===== config.mk =====
export PLATFORM = sky130hd
export DESIGN_NAME = sync_len_xor_frame_parser_top
export DESIGN_NICKNAME = d
export VERILOG_FILES = /design/src/rtl/slxfp_pkg.sv /design/src/rtl/slxfp_front.sv /design/src/rtl/slxfp_queue.sv /design/src/rtl/slxfp_back.sv /design/src/rtl/sync_len_xor_frame_parser_top.sv
export VERILOG_INCLUDE_DIRS = /design/src /design/src/rtl
export SDC_FILE = /design/constraint.sdc
export NUM_CORES = 1
export LEC_CHECK = 0
export BUFFER_PORTS_ARGS = -buffer_cell sky130_fd_sc_hd__buf_2
export CAP_MARGIN = 20
export CORE_ASPECT_RATIO = 0.8
export CORE_MARGIN = 10
export CORE_UTILIZATION = 50
export DETAILED_ROUTE_END_ITERATION = 12
export PLACE_DENSITY = 0.75
export SLEW_MARGIN = 20
export SYNTH_ARGS = -nofsm -noshare
export SYNTH_HDL_FRONTEND = slang
export SYNTH_HIERARCHICAL = 1
export SYNTH_SLANG_ARGS = --single-unit

===== constraint.sdc =====
create_clock -name clk -period 8.6 [get_ports clk]
set_input_delay 0.86 -clock clk [delete_from_list [all_inputs] [get_ports clk]]
set_output_delay 0.86 -clock clk [all_outputs]
set_load 0.02 [all_outputs]

===== src/rtl/sync_len_xor_frame_parser_top_defines.svh =====
// Assertion helpers for the RTL (used by slxfp_back).
`ifndef SYNC_LEN_XOR_FRAME_PARSER_TOP_DEFINES_SVH
`define SYNC_LEN_XOR_FRAME_PARSER_TOP_DEFINES_SVH

// same-cycle implication, clocked on clk, off during rst
`define SLXFP_ASSERT_SAME(label, ante, cons, msg) \
  label: assert property (@(posedge clk) disable iff (rst) (ante) |-> (cons)) \
    else $error(msg);

// next-cycle implication, clocked on clk, off during rst
`define SLXFP_ASSERT_NEXT(label, ante, cons, msg) \
  label: assert property (@(posedge clk) disable iff (rst) (ante) |=> (cons)) \
    else $error(msg);

`endif


===== src/rtl/slxfp_pkg.sv =====
package slxfp_pkg;

  localparam logic [7:0] ALT_SYNC    = 8'hA5;
  localparam logic [7:0] SYNC_RESET  = 8'hA4;
  localparam logic       REG_SYNC    = 1'b0;
  localparam int         QDEPTH      = 2;

  typedef struct packed {
    logic [7:0] id;
    logic [7:0] len;
  } frame_desc_t;

  typedef enum logic [4:0] {
    F_HUNT = 5'b00001,
    F_LEN  = 5'b00010,
    F_ID   = 5'b00100,
    F_DATA = 5'b01000,
    F_CHK  = 5'b10000
  } front_state_t;

  typedef enum logic [2:0] {
    B_IDLE = 3'b001,
    B_READ = 3'b010,
    B_SHOW = 3'b100
  } back_state_t;

endpackage


===== src/rtl/slxfp_front.sv =====
module slxfp_front #(
  parameter int MAX_DATA = 16,
  parameter int LW       = 5,
  parameter int AW       = 4
) (
  input  logic                  clk,
  input  logic                  rst,
  input  logic [7:0]            sync_value,
  input  logic                  in_valid,
  output logic                  in_stall,
  input  logic [7:0]            rx_byte,
  input  logic                  q_full,
  input  logic                  q_wslot,
  output logic                  push,
  output slxfp_pkg::frame_desc_t push_desc,
  output logic                  wr_en,
  output logic [AW:0]           wr_addr,
  output logic [7:0]            wr_data
);
  import slxfp_pkg::*;

  front_state_t  st;
  logic [7:0]    xacc;
  logic [LW-1:0] len;
  logic [7:0]    id;
  logic [LW-1:0] fill;
  logic          acc;
  logic [LW:0]   fill_inc;

  // the slot being filled is the queue's free entry, so hold off while full
  assign in_stall = q_full;
  assign acc      = in_valid && !q_full;
  assign fill_inc = {1'b0, fill} + 1'b1;

  assign push         = acc && (st == F_CHK) && (rx_byte == xacc);
  assign push_desc.id  = id;
  assign push_desc.len = 8'(len);

  assign wr_en   = acc && (st == F_DATA);
  assign wr_addr = {q_wslot, fill[AW-1:0]};
  assign wr_data = rx_byte;

  always_ff @(posedge clk) begin
    if (rst) begin
      st   <= F_HUNT;
      xacc <= '0;
      len  <= '0;
      fill <= '0;
      id   <= '0;
    end else if (acc) begin
      unique case (st)
        F_HUNT: begin
          if (rx_byte == sync_value || rx_byte == ALT_SYNC) begin
            xacc <= rx_byte;
            st   <= F_LEN;
          end
        end
        F_LEN: begin
          if (rx_byte > 8'(MAX_DATA)) begin
            st <= F_HUNT;
          end else begin
            len  <= LW'(rx_byte);
            xacc <= xacc ^ rx_byte;
            fill <= '0;
            st   <= F_ID;
          end
        end
        F_ID: begin
          id   <= rx_byte;
          xacc <= xacc ^ rx_byte;
          st   <= (len == '0) ? F_CHK : F_DATA;
        end
        F_DATA: begin
          fill <= fill_inc[LW-1:0];
          xacc <= xacc ^ rx_byte;
          if (fill_inc >= {1'b0, len}) begin
            st <= F_CHK;
          end
        end
        F_CHK: begin
          // a failing checksum byte equal to the primary sync reopens a frame
          if (rx_byte != xacc && rx_byte == sync_value) begin
            xacc <= rx_byte;
            st   <= F_LEN;
          end else begin
            st <= F_HUNT;
          end
        end
        default: begin
          st <= F_HUNT;
        end
      endcase
    end
  end

endmodule


===== src/rtl/slxfp_queue.sv =====
module slxfp_queue (
  input  logic                   clk,
  input  logic                   rst,
  input  logic                   push,
  input  slxfp_pkg::frame_desc_t push_desc,
  input  logic                   pop,
  output logic                   q_valid,
  output logic                   q_full,
  output slxfp_pkg::frame_desc_t head,
  output logic                   wslot,
  output logic                   rslot
);
  import slxfp_pkg::*;

  frame_desc_t ent [QDEPTH];
  logic        wptr;
  logic        rptr;
  logic [1:0]  cnt;

  assign q_valid = (cnt != 2'd0);
  assign q_full  = (cnt == 2'(QDEPTH));
  assign head    = ent[rptr];
  assign wslot   = wptr;
  assign rslot   = rptr;

  always_ff @(posedge clk) begin
    if (push) begin
      ent[wptr] <= push_desc;
    end
  end

  always_ff @(posedge clk) begin
    if (rst) begin
      wptr <= 1'b0;
      rptr <= 1'b0;
      cnt  <= 2'd0;
    end else begin
      if (push) begin
        wptr <= ~wptr;
      end
      if (pop) begin
        rptr <= ~rptr;
      end
      case ({push, pop})
        2'b10:   cnt <= cnt + 2'd1;
        2'b01:   cnt <= cnt - 2'd1;
        default: cnt <= cnt;
      endcase
    end
  end

endmodule


===== src/rtl/slxfp_back.sv =====
`include "sync_len_xor_frame_parser_top_defines.svh"

module slxfp_back #(
  parameter int MAX_DATA = 16,
  parameter int LW       = 5,
  parameter int AW       = 4
) (
  input  logic                   clk,
  input  logic                   rst,
  input  logic                   wr_en,
  input  logic [AW:0]            wr_addr,
  input  logic [7:0]             wr_data,
  input  logic                   q_valid,
  input  slxfp_pkg::frame_desc_t head,
  input  logic                   rslot,
  output logic                   pop,
  output logic                   out_valid,
  input  logic                   out_stall,
  output logic [7:0]             message_id,
  output logic [4:0]             data_count,
  output logic [3:0]             data_index,
  output logic [7:0]             data_value,
  output logic                   last_of_frame
);
  import slxfp_pkg::*;

  localparam int DEPTH = 2 ** (AW + 1);

  logic [7:0]    mem [DEPTH];
  logic [7:0]    rd_q;
  back_state_t   st;
  logic [LW-1:0] k;
  logic [LW-1:0] hlen;
  logic [LW-1:0] runlen;
  logic [LW:0]   k_inc;
  logic          last;
  logic          out_acc;

  // two frame slots; the parser fills one while this side drains the other
  always_ff @(posedge clk) begin
    if (wr_en) begin
      mem[wr_addr] <= wr_data;
    end
  end

  always_ff @(posedge clk) begin
    if (st == B_READ) begin
      rd_q <= mem[{rslot, k[AW-1:0]}];
    end
  end

  assign hlen    = LW'(head.len);
  assign runlen  = (hlen == '0) ? LW'(1) : hlen;
  assign k_inc   = {1'b0, k} + 1'b1;
  assign last    = (k_inc == {1'b0, runlen});

  assign out_valid = (st == B_SHOW);
  assign out_acc   = out_valid && !out_stall;
  assign pop       = out_acc && last;

  assign message_id    = head.id;
  assign data_count    = 5'(hlen);
  assign data_index    = 4'(k);
  assign data_value    = (hlen == '0) ? 8'd0 : rd_q;
  assign last_of_frame = last;

  always_ff @(posedge clk) begin
    if (rst) begin
      st <= B_IDLE;
      k  <= '0;
    end else begin
      unique case (st)
        B_IDLE: begin
          if (q_valid) begin
            k  <= '0;
            st <= B_READ;
          end
        end
        B_READ: begin
          st <= B_SHOW;
        end
        B_SHOW: begin
          if (out_acc) begin
            if (last) begin
              st <= B_IDLE;
            end else begin
              k  <= k_inc[LW-1:0];
              st <= B_READ;
            end
          end
        end
        default: begin
          st <= B_IDLE;
        end
      endcase
    end
  end

  `SLXFP_ASSERT_SAME(a_show_has_frame, st == B_SHOW, q_valid, "result shown with no queued frame")
  `SLXFP_ASSERT_NEXT(a_read_then_show, st == B_READ, st == B_SHOW, "read not followed by show")
  `SLXFP_ASSERT_NEXT(a_last_frees, pop, st == B_IDLE, "drain did not end after last result")

endmodule


===== src/rtl/sync_len_xor_frame_parser_top.sv =====
// Serial frame parser with XOR checksum.
// Input channel (in_valid / in_stall / rx_byte): one received byte per
// transaction. Frames are SYNC, LEN, ID, DATA[LEN], CHK, where SYNC is the
// sync_value register or 0xA5 and CHK is the XOR of all earlier bytes.
// Output channel (out_valid / out_stall): one transaction per data byte of a
// frame whose checksum matched, or one with data_value 0 for an empty frame;
// last_of_frame marks the final one.
// Throughput: the parser takes one byte per cycle. Up to two good frames sit
// in the descriptor queue and the double-buffered payload memory; with both
// slots full, in_stall is raised until the drain frees one.
// Each result of a frame comes from a registered memory read (B_READ) and
// is then presented (B_SHOW); the drain starts once the frame is queued and
// reads the next result only after the previous one was taken.
// A stalled output holds its fields; the drain waits, the parser keeps going
// until the queue fills.
// Reset (rst, synchronous) returns the parser to sync hunt, empties the queue
// and sets sync_value to 0xA4. No clearing pass is needed.
// Config: APB, register 0 (sync_value) at byte address 0; pready always high.
module sync_len_xor_frame_parser_top #(
  parameter int MAX_DATA = 16
) (
  input  logic        clk,
  input  logic        rst,
  input  logic        psel,
  input  logic        penable,
  input  logic        pwrite,
  input  logic [2:0]  paddr,
  input  logic [31:0] pwdata,
  output logic [31:0] prdata,
  output logic        pready,
  input  logic        in_valid,
  output logic        in_stall,
  input  logic [7:0]  rx_byte,
  output logic        out_valid,
  input  logic        out_stall,
  output logic [7:0]  message_id,
  output logic [4:0]  data_count,
  output logic [3:0]  data_index,
  output logic [7:0]  data_value,
  output logic        last_of_frame
);
  import slxfp_pkg::*;

  localparam int LW = $clog2(MAX_DATA + 1);
  localparam int AW = (MAX_DATA > 1) ? $clog2(MAX_DATA) : 1;

  logic [7:0]  sync_value;
  logic        q_full;
  logic        q_valid;
  logic        wslot;
  logic        rslot;
  logic        push;
  logic        pop;
  frame_desc_t push_desc;
  frame_desc_t head;
  logic        wr_en;
  logic [AW:0] wr_addr;
  logic [7:0]  wr_data;

  assign pready = 1'b1;
  assign prdata = (paddr[2] == REG_SYNC) ? {24'd0, sync_value} : 32'd0;

  always_ff @(posedge clk) begin
    if (rst) begin
      sync_value <= SYNC_RESET;
    end else if (psel && penable && pwrite && pready && paddr[2] == REG_SYNC) begin
      sync_value <= pwdata[7:0];
    end
  end

  slxfp_front #(
    .MAX_DATA (MAX_DATA),
    .LW       (LW),
    .AW       (AW)
  ) u_front (
    .clk        (clk),
    .rst        (rst),
    .sync_value (sync_value),
    .in_valid   (in_valid),
    .in_stall   (in_stall),
    .rx_byte    (rx_byte),
    .q_full     (q_full),
    .q_wslot    (wslot),
    .push       (push),
    .push_desc  (push_desc),
    .wr_en      (wr_en),
    .wr_addr    (wr_addr),
    .wr_data    (wr_data)
  );

  slxfp_queue u_queue (
    .clk       (clk),
    .rst       (rst),
    .push      (push),
    .push_desc (push_desc),
    .pop       (pop),
    .q_valid   (q_valid),
    .q_full    (q_full),
    .head      (head),
    .wslot     (wslot),
    .rslot     (rslot)
  );

  slxfp_back #(
    .MAX_DATA (MAX_DATA),
    .LW       (LW),
    .AW       (AW)
  ) u_back (
    .clk           (clk),
    .rst           (rst),
    .wr_en         (wr_en),
    .wr_addr       (wr_addr),
    .wr_data       (wr_data),
    .q_valid       (q_valid),
    .head          (head),
    .rslot         (rslot),
    .pop           (pop),
    .out_valid     (out_valid),
    .out_stall     (out_stall),
    .message_id    (message_id),
    .data_count    (data_count),
    .data_index    (data_index),
    .data_value    (data_value),
    .last_of_frame (last_of_frame)
  );

endmodule

# == Word level (Yosys, flattened, before mapping) ==
# Memory sizes are Yosys's and may differ from the RTL's. A register that Yosys moved wholly into a read port is not among the register bits.
# Index checks and enable logic that the tools add are counted.
# totals
word_cells,105
regBits,51
n_memories,2
ram_bits,282
out_inout_bits,61
# classes
bitwise,5
n_mux,30
add_sub_neg,4
n_reduce_logical,28
order_cmp,2
n_eq_ne,23
# memory_table
name,depth,word_bits,read_ports,rd_clocked_by_memory_dff,write_ports,line,source
u_back.mem,32,8,1,1,1,slxfp_back.sv:29,logic [7:0] mem [DEPTH];
u_queue.ent,2,13,1,1,1,slxfp_queue.sv:15,frame_desc_t ent [QDEPTH];
# ops
cell,n
$mux W5,8
$mux W8,5
$pmux W8 S4,1
$pmux W5 S5,1
$pmux W5 S2,2
$eq A8 B8 Y1,2
$add A5 B1 Y6 const B,2
$ne A2 B2 Y1 const B,6
$logic_and A1 B1 Y1,10
$logic_not A5 Y1,2
$mux W3,3
$pmux W3 S3,1
$reduce_and A3 Y1,3
$eq A8 B8 Y1 const B,1
$gt A8 B5 Y1 const B,1
$ne A8 B8 Y1,1
$reduce_bool A2 Y1,4
$xor A8 B8 Y8,1
$eq A6 B5 Y1,1
$ge A6 B5 Y1,1
$mux W1,6
$eq A5 B1 Y1 const B,1
$eq A5 B2 Y1 const B,1
$eq A5 B3 Y1 const B,1
20 further kinds,27

# == Depth between registers and ports, before layout ==
# Gate-level depths: netlist of the first run.
# logic_depth
word_depth,7
mapped_depth,12
mapped_depth_nobuf,10

# == Modules after synthesis ==
# The synthesis of the first run kept the hierarchy.
# modules_own_cells
mod,n_inst,cells_each,area_each_um2
slxfp_back,1,526,10941.7
slxfp_front,1,267,2233.4
slxfp_queue,1,72,1358.8
sync_len_xor_frame_parser_top,1,70,615.6

# == Worst setup path after synthesis of the first run ==
# Ideal clock, no wire load.
# synth_timing
kind,reg-to-reg
startpoint,register (tool-made name)
endpoint,register u_queue.cnt[1]
required_time_ps,8530
path_stages_with_launch,12
t_arrival_ps,2990
setup_slack_ps,5540
setup_ps,70
cell_sequence,dfxtp_1 > buf_2 > buf_2 > mux2_2 > or3b_1 > a21oi_1 > o31ai_1 > a211oi_2 > nor3b_1 > ha_1 > or3_1 > a21oi_1
# synth_lines
item,line,source
end signal: assignment,slxfp_queue.sv:45,2'b10: cnt <= cnt + 2'd1;
end signal: assignment,slxfp_queue.sv:46,2'b01: cnt <= cnt - 2'd1;
end signal: assignment,slxfp_queue.sv:47,default: cnt <= cnt;
end: declaration,slxfp_queue.sv:18,logic [1:0] cnt;

# == Final worst setup path of the first run ==
# layout_timing
startpoint,register u_back.k[1]
endpoint,output port last_of_frame
# layout_between
elab_chain_cells,2
# layout_lines
item,line,source
start: declaration,slxfp_back.sv:32,logic [LW-1:0] k;
start signal: assignment,slxfp_back.sv:87,k <= k_inc[LW-1:0];
$add A5 B1 Y6,slxfp_back.sv:54,"assign k_inc = {1'b0, k} + 1'b1;"
$eq A6 B5 Y1,slxfp_back.sv:55,"assign last = (k_inc == {1'b0, runlen});"
end: declaration,sync_len_xor_frame_parser_top.sv:40,output logic last_of_frame
# No other way between the ends.

==> results of run 1 <==
==> registers in the layout, indices dropped and copies added (netlist names), named ones only <==
register and count:
sync_value 8, u_back/k 5, u_back/mem 256, u_back/rd_q 8
u_back/st 3, u_front/fill 5, u_front/id 8, u_front/len 5
u_front/st 5, u_front/xacc 8, u_queue/cnt 2, u_queue/ent 26
u_queue/rslot 1, u_queue/wslot 1
==> final cells by class <==
class	count	share of cell area, %
Clock buffer	45	5.91
Clock inverter	16	0.990
Inverter	9	0.209
Multi-Input combinational cell	491	27.7
Sequential cell	342	60.3
Tap cell	377	2.92
Timing Repair Buffer	63	2.01
==> layer usage <==
| layer | GRT usage [%] | up-vias | part of all wire [%] |
|---|---|---|---|
| met1 | 24.9 | 4060 | 45 |
| met3 | 4.01 | 40 | 9.1 |
| li1 | - | 3528 | - |
| met4 | 4.01 | 2 | 1.5 |
| met5 | 0 | - | 0.042 |
| met2 | 24.0 | 347 | 44 |
==> placed cells by master (no fill, tap or decap), types with 6 or more instances in the layout <==
| cell | instances |
|---|---|
| edfxtp_1 | 290 |
| nor2_1 | 68 |
| o21ai_0 | 10 |
| mux4_2 | 80 |
| ha_1 | 8 |
| a21oi_1 | 24 |
| nor4_1 | 6 |
| xnor2_1 | 17 |
| o22a_2 | 7 |
| conb_1 | 25 |
| or3b_2 | 7 |
| nand3_1 | 17 |
| mux2i_1 | 13 |
| or3_1 | 7 |
| clkbuf_1 | 8 |
| nand3b_1 | 9 |
| xor2_1 | 12 |
| dfxtp_1 | 50 |
| nor2b_1 | 11 |
| inv_1 | 8 |
| a31oi_1 | 11 |
| clkinv_2 | 6 |
| nand2b_1 | 22 |
| and2b_2 | 10 |
| nand2_1 | 40 |
| clkbuf_16 | 37 |
| mux2_2 | 21 |
| buf_2 | 59 |
==> stage by stage <==
step	instance area [um^2]	hold slack (ns)	std cells	worst slack, ns
global placement	15100	0.434	1282	4.53
global route	16200	0.471	1343	3.90
detailed placement	15100	0.446	1282	4.44
CTS	16200	0.460	1343	4.13
floorplan	15000	0.425	945	5.59
finish	16200	0.454	1343	4.18
==> power by group through the flow <==
| stage | logic, mW | registers [mW] | clock network (mW) |
|---|---|---|---|
| floorplan | 0.150 | 1.86 | 0 |
| global placement | 0.158 | 1.87 | 0 |
| detailed placement | 0.165 | 1.87 | 0 |
| CTS | 0.165 | 1.83 | 1.51 |
| global route | 0.185 | 1.84 | 1.57 |
| finish | 0.167 | 1.84 | 1.48 |
==> worst reg2reg max path, stage by stage, from the launching register on <==
cell and delay, ns:
dfxtp_2 0.31, buf_4 0.75, ha_1 0.40, or3b_1 0.37
a21oi_1 0.16, o31ai_1 0.09, a211oi_2 0.67, nor3b_1 0.48
ha_1 0.35, or3_1 0.36, a21oi_1 0.17
==> path summary, 6_finish.rpt <==
| kind | start | end | slack, ns | depth (start not counted) |
|---|---|---|---|---|
| setup / recovery | u_back/k[1]$_SDFFE_PP0P_ | last_of_frame | 4.18 | 7 |
| hold / removal | u_front/id[2]$_SDFFE_PP0P_ | u_queue/ent[1][10]$_DFFE_PP_ | 0.45 | 0 |
| setup reg to reg | u_back/k[1]$_SDFFE_PP0P_ | u_queue/cnt[1]$_SDFFE_PP0P_ | 4.40 | 10 |
| hold reg to reg | u_front/id[2]$_SDFFE_PP0P_ | u_queue/ent[1][10]$_DFFE_PP_ | 0.45 | 0 |
==> impl_metrics.ini, run 1 <==
[cts]
ctsHoldBuffers = 0
worstSkewPairLatency_ns = 0.52
cts_tree = built
cts_buffers = 34
root_buffer = clkbuf_16
h-tree-depth = 2
clk_path_buf_depth = 3
clock_sinks = 342
clkTransAtPathRegs_ns = 0.06
cts_setup_buffers = 0
cts_resized = 0

[setup_path]
end_kind = output port
cp_data_arrival_time_ns = 3.56
crit_path_top_delay_cell = buf_4
critPathBufInv = 2
path_cells = buf_4 -> ha_1 -> or3b_1 -> a21oi_1 -> o31ai_1 -> a211oi_2 -> buf_2
critPathKind = reg -> out
cp-start-kind = flip-flop
path_delay_family = buffers and inverters
critPathMaxFanout = 70
crit_required_ns = 7.74
slowest_delay_ns = 0.75

[sta]
grt_setup_unrepaired = false
fin_crit_ns = 4.42
fin_skew_ns = 0.0245
clock.fmax_ghz = 0.226
setup_viol_count_final = 0
hold_viol = 0
tightest_slew_ns = 1.05
fin_crit_sh_pct = 51.4
max_slew_margin_pct = 30.1
slew_violations = 0
tns_ns = 0

[final_layout]
nets = 999
drive_above_1_share_pct = 26.1
area_growth_pct = 8.52
multi_input_area_um2 = 4480
register_area_um2 = 9750
final_util_pct = 55.1
fillerInstances = 2268
diodes = 0

[global_routing]
grt_pass1_wl_mm = 47.8
grt_overflow_total = 0
antenna_found_initial = 1
grt_max_degree = 71
grt_pass1_vias = 7955
track_usage_pct = 16.7

[power]
power_frac_clock_pct = 42.5
seqPwrFrac_pct = 52.7
p_comb_share_pct = 4.8
netSwitchingFraction_pct = 21.1
ir_drop_v = 0.000123
p_per_area_nw_per_um2 = 215
p_leak_nw = 5.20
p_int_mw = 2.75
p_switching_mw = 0.734
finalPower_mw = 3.48

[detailed_routing]
wire_per_inst_um = 23.0
dr.pass1.iters = 5
drc = 0
vias = 7977
drt-initial-drc-count = 850
vias_per_cell = 5.94
postRouteAntennaNets = 0
wl_mm = 30.8

[place]
io_buffers = 59
place.gp.congestion = 0.782
dp.final_hpwl_mm = 18.5

[floorplanning]
core_area_um2 = 29400
row_count = 56
io_pins = 111
start_util_pct = 50.8
fp.dieW_um = 213
dieArea_um2 = 37200
die_h_um = 174

[synth]
yosysWarnings = 6
netlist_area_um2 = 14900
syn_inst = 922
synth.avg_cell_area_um2 = 16.2

[min_path]
hold_class = reg -> reg

[run]
max_cap_viol_count = 0

[status]
status = finished clean
(Power assumes the default switching activity.)
==> run 2: changes to the inputs <==
==> constraint.sdc (replaced) <==
create_clock -name clk -period 4.4 [get_ports clk]
set_input_delay 0.44 -clock clk [delete_from_list [all_inputs] [get_ports clk]]
set_output_delay 0.44 -clock clk [all_outputs]
set_load 0.02 [all_outputs]
==> run 2 against run 1 <==
  * Largest cell class unchanged
  * Sequential cell count unchanged
  * Via count down 0.85%
  * Highest routed layer is now met4
  * Non-clock buffer count up 3
  * Wire length down 0.58%
  * Setup slack worse by 3.4 ns
  * Global-route usage down 0.25 points
==> impl_metrics.ini, run 2 (synthesized netlist as in run 1, its figures left out) <==
[status]
status = finished clean

[place]
dp_slack_ns = 0.893
io_buffers = 59
dp.final_hpwl_mm = 18.6
dp_cells = 1285
place_area_um2 = 15100
place.gp.congestion = 0.743

[detailed_routing]
postRouteAntennaNets = 0
wl_mm = 30.7
drc = 0
drt-initial-drc-count = 837
wire_per_inst_um = 22.8
vias = 7909
vias_per_cell = 5.89
dr.pass1.iters = 5

[cts]
cts_buffers = 34
cts_resized = 0
h-tree-depth = 2
worstSkewPairLatency_ns = 0.52
clkTransAtPathRegs_ns = 0.06
cts_tree = built
ctsHoldBuffers = 0
clock_sinks = 342
root_buffer = clkbuf_16
clk_path_buf_depth = 3
cts_setup_buffers = 0

[final_layout]
drive_above_1_share_pct = 25.7
stdcell_area_um2 = 16100
stdcell_count = 1343
top_regs = u_back/mem: 256 flops, u_queue/ent: 26 flops
area_growth_pct = 8.28
largest_register_ffs = 256
final_common_cell = edfxtp_1
regMostFlops = u_back/mem
final_cell_mix = edfxtp_1 (290), mux4_2 (80), nor2_1 (69)
nets = 1002
diodes = 0
final_util_pct = 55.0

[global_routing]
grt_overflow_total = 0
antenna_found_initial = 1
track_usage_pct = 16.4
grt_pass1_wl_mm = 46.8
grt_pass1_vias = 7876
grt_max_degree = 72

[setup_path]
cp-start-kind = flip-flop
critPathKind = reg -> reg
end_kind = flip-flop
rr_worst_depth = 10
timing.rr.end = u_queue/cnt[1]$_SDFFE_PP0P_
cp_data_arrival_time_ns = 4.03
critPathMaxFanout = 13
crit_end = u_queue/cnt[1]$_SDFFE_PP0P_
rrSetupSlack_ns = 0.82
crit_required_ns = 4.85

[power]
p_switching_mw = 1.43
power_frac_clock_pct = 41.1
seqPwrFrac_pct = 53.9
netSwitchingFraction_pct = 21.5
ir_drop_v = 0.000268
p_per_area_nw_per_um2 = 412
finalPower_mw = 6.65
p_comb_share_pct = 4.9
p_int_mw = 5.22
p_leak_nw = 5.16

[floorplanning]
die_h_um = 174
core_area_um2 = 29400
dieArea_um2 = 37200
io_pins = 111
start_util_pct = 50.8
fp.dieW_um = 213
row_count = 56

[sta]
clock.fmax_ghz = 0.279
slew_violations = 0
fin_crit_ns = 3.58
worst_hold_slack_ns = 0.191
fin_crit_sh_pct = 81.4
tns_ns = 0
finalWorstSetupSlack_ns = 0.819
tightest_slew_ns = 1.08
setup_viol_count_final = 0
max_slew_margin_pct = 27.8
fin_skew_ns = 0.0143
grt_setup_unrepaired = false
hold_viol = 0

[run]
max_cap_viol_count = 0

[min_path]
hold_class = in -> reg
[run 2: per-layer routing]
layer / share of wire, % / vias to the layer above / track usage (%)
li1: - / 3527 / -
met1: 44 / 4025 / 23.7
met2: 46 / 326 / 24.2
met3: 9.3 / 31 / 4.42
met4: 1.1 / 0 / 3.83
met5: 0 / - / 0
[run 2: worst min path at each step]
stage | start | end | slack (ns) | cells past startpoint
2_1_floorplan | u_front/id[2]$_SDFFE_PP0P_ | u_queue/ent[0][10]$_DFFE_PP_ | 0.43 | 0
6_report | pwdata[0] | sync_value[0]$_SDFFE_PP0P_ | 0.19 | 3
4_1_cts | pwdata[0] | sync_value[0]$_SDFFE_PP0P_ | 0.17 | 3
5_1_grt | pwdata[0] | sync_value[0]$_SDFFE_PP0P_ | 0.19 | 3
3_3_place_gp | u_front/id[7]$_SDFFE_PP0P_ | u_queue/ent[0][15]$_DFFE_PP_ | 0.44 | 0
3_5_place_dp | u_front/id[2]$_SDFFE_PP0P_ | u_queue/ent[1][10]$_DFFE_PP_ | 0.44 | 0
[run 2: power by group through the flow]
stage / Sequential, mW / Clock [mW] / Combinational, mW
after CTS: 3.59 / 2.79 / 0.325
after floorplan: 3.64 / 0 / 0.293
after global placement: 3.65 / 0 / 0.309
after global routing: 3.59 / 2.93 / 0.364
final: 3.59 / 2.74 / 0.328
after detailed placement: 3.66 / 0 / 0.324
[run 2: final cells by class]
cell class / instances / area [um^2]
clock buffers: 51 / 946
clock inverters: 7 / 103
fillers: 2260 / 13200
inverters: 9 / 33.8
multi-input cells: 491 / 4480
flip-flops and latches: 342 / 9750
well taps: 377 / 472
repair buffers: 66 / 360
[run 2: critical path, cell delays in order, from the launching register on]
cell and delay (ns):
dfxtp_1 0.70, mux2_2 0.45, or3b_1 0.35, a21oi_1 0.15, o31ai_1 0.09, a211oi_2 0.23, buf_4 0.20, nor3b_1 0.45
ha_1 0.36, or3_1 0.36, a21oi_1 0.15
==> run 3: changes to the inputs <==
--- a/config.mk
+++ b/config.mk
@@ -6,13 +6,14 @@
 export SDC_FILE = /design/constraint.sdc
 export NUM_CORES = 1
 export LEC_CHECK = 0
+export ABC_AREA = 1
 export BUFFER_PORTS_ARGS = -buffer_cell sky130_fd_sc_hd__buf_2
 export CAP_MARGIN = 20
 export CORE_ASPECT_RATIO = 0.8
 export CORE_MARGIN = 10
 export CORE_UTILIZATION = 50
 export DETAILED_ROUTE_END_ITERATION = 12
-export PLACE_DENSITY = 0.75
+export PLACE_DENSITY = 0.78
 export SLEW_MARGIN = 20
 export SYNTH_ARGS = -nofsm -noshare
 export SYNTH_HDL_FRONTEND = slang
==> constraint.sdc (replaced) <==
create_clock -name clk -period 3.26 [get_ports clk]
set_input_delay 0.326 -clock clk [delete_from_list [all_inputs] [get_ports clk]]
set_output_delay 0.326 -clock clk [all_outputs]
set_load 0.02 [all_outputs]
==> run 3 against run 2 <==
  * Global-route usage increased by 2.7 points
  * Combinational power increased by 68%
  * Clock power increased by 36%
  * Critical path type is now reg -> out
  * Synthesized area increased by 3.1%
  * Final cell count increased by 47%
  * First-iteration DRC count increased by 64%
  * Die area increased by 2.8%
  * Sequential power increased by 33%
  * Count of clock-buffer cells in the layout unchanged
  * Sequential cell count unchanged
  * Setup slack got worse by 0.45 ns
==> impl_metrics.ini, run 3 <==
[global_routing]
track_usage_pct = 19.1
grt_overflow_total = 0
grt_max_degree = 130
grt_pass1_wl_mm = 58.0
grt_pass1_vias = 10557
antenna_found_initial = 0

[power]
p_leak_nw = 6.40
ir_drop_v = 0.000427
p_per_area_nw_per_um2 = 535

[place]
place.gp.congestion = 0.896
dp.final_hpwl_mm = 22.9
io_buffers = 59

[setup_path]
timing.rr.end = u_back/mem[27][3]$_DFFE_PP_
rr_worst_depth = 7
critPathKind = reg -> out
critPathMaxFanout = 10
critPathBufInv = 2
path_common_cell = nand2_1
cp_data_arrival_time_ns = 2.56
path_cells = mux2_4 -> nor2_1 -> nand3_2 -> nand3_1 -> nand2_1 -> nor2_4 -> nand2_1 -> inv_1 -> buf_2
end_kind = output port
crit_path_top_delay_cell = dfxtp_1
slowest_delay_ns = 0.53
rr_startpoint = u_queue/cnt[0]$_SDFFE_PP0P_
crit_required_ns = 2.93
rrSetupSlack_ns = 0.40
path_delay_family = simple AND/OR/NAND/NOR gates
cp-start-kind = flip-flop

[final_layout]
multi_input_area_um2 = 4470
area_growth_pct = 10.3
nets = 1588
largest_register_ffs = 256
final_cell_mix = edfxtp_1 (290), nor2_1 (265), nand2_1 (210)
drive_above_1_share_pct = 14.1
fillerInstances = 2476
final_common_cell = edfxtp_1
diodes = 0
final_util_pct = 55.9
regMostFlops = u_back/mem
top_regs = u_back/mem: 256 flops, u_queue/ent: 26 flops
register_area_um2 = 9750

[floorplanning]
io_pins = 111
fp.dieW_um = 216
row_count = 57
dieArea_um2 = 38200
core_area_um2 = 30300
die_h_um = 177
start_util_pct = 50.7

[cts]
cts_resized = 0
worstSkewPairLatency_ns = 0.51
cts_buffers = 34
clock_sinks = 342
h-tree-depth = 2
cts_setup_buffers = 0
ctsHoldBuffers = 0
clk_path_buf_depth = 3
clkTransAtPathRegs_ns = 0.06
cts_tree = built
root_buffer = clkbuf_16

[min_path]
worstHoldEndpoint = sync_value[2]$_SDFFE_PP1P_
hold_path_depth = 3
hold_start = pwdata[2]
hold_class = in -> reg

[sta]
tns_ns = 0
max_slew_margin_pct = 39.4
fin_crit_ns = 2.89
tightest_slew_ns = 0.905
setup_viol_count_final = 0
fin_crit_sh_pct = 88.7
grt_setup_unrepaired = false
slew_violations = 0
worst_hold_slack_ns = 0.0232
clock.fmax_ghz = 0.346
fin_skew_ns = 0.0217
hold_viol = 0

[detailed_routing]
vias_per_cell = 5.60
vias = 11012
wire_per_inst_um = 18.9
postRouteAntennaNets = 0
drc = 0
drt-initial-drc-count = 1373
wl_mm = 37.1
dr.pass1.iters = 5

[run]
max_cap_viol_count = 0

[synth]
syn_inst = 1482
netlist_area_um2 = 15400
synth.avg_cell_area_um2 = 10.4
yosysWarnings = 6

[status]
status = finished clean
run 3: changes by cell type in the layout (fill, tap and decap cells not counted), sizes merged, moves of 13 or more:
cell    change
nor2      +211
nand2     +176
o21ai     +168
inv       +104
mux4       -80
o22ai      +64
nand3      +49
buf        +47
nand2b     -22
nand4      +22
mux2i      -13
xnor2      -13
run 3: layout make-up:
| class | count | share of cell area [%] |
|---|---|---|
| clock buffer | 51 | 5.52 |
| clock inverter | 10 | 0.635 |
| inverter | 115 | 2.56 |
| multi-input combinational | 924 | 26.4 |
| sequential | 342 | 57.6 |
| tap | 413 | 3.05 |
| timing repair buffer | 113 | 4.28 |
run 3: worst max path at each step:
stage                         start                           to  slack [ns]  cells after the start
after detailed placement  flip-flop  u_queue/cnt[1]$_SDFFE_PP0P_        0.49                     14
after floorplan           flip-flop  u_queue/cnt[1]$_SDFFE_PP0P_        0.88                     16
after global placement    flip-flop  u_queue/cnt[1]$_SDFFE_PP0P_        0.53                     14
final                     flip-flop                last_of_frame        0.37                      9
after CTS                 flip-flop                last_of_frame        0.37                      9
after global routing      flip-flop  u_queue/cnt[1]$_SDFFE_PP0P_        0.18                     14
run 3: where the power goes:
part / total, mW / switching, mW / internal, mW / leakage, nW
registers: 4.79 / 0.0292 / 4.76 / 3.05
logic: 0.552 / 0.403 / 0.149 / 2.84
clock network: 3.73 / 1.57 / 2.16 / 0.511
total: 9.07 / 2.01 / 7.06 / 6.40
run 3: through the flow:
step | instance area (um^2) | instances | power [mW] | setup WS (ns)
floorplan | 15500 | 1505 | 5.29 | 0.882
global placement | 15900 | 1907 | 5.40 | 0.535
detailed placement | 15900 | 1907 | 5.42 | 0.492
CTS | 16900 | 1968 | 9.10 | 0.366
global route | 16900 | 1968 | 9.32 | 0.179
finish | 16900 | 1968 | 9.07 | 0.370
run 3: worst min-delay path, cell delays in order:
cell and delay (ns):
buf_2 0.07, nand2_1 0.04, nand3_1 0.07
run 3: layer usage:
| layer | global-route usage [%] | vias to the layer above | part of all wire, % |
|---|---|---|---|
| li1 | - | 5119 | - |
| met1 | 25.9 | 5254 | 41 |
| met2 | 29.8 | 564 | 46 |
| met3 | 4.80 | 75 | 11 |
| met4 | 5.96 | 0 | 2.3 |
| met5 | 0 | - | 0 |
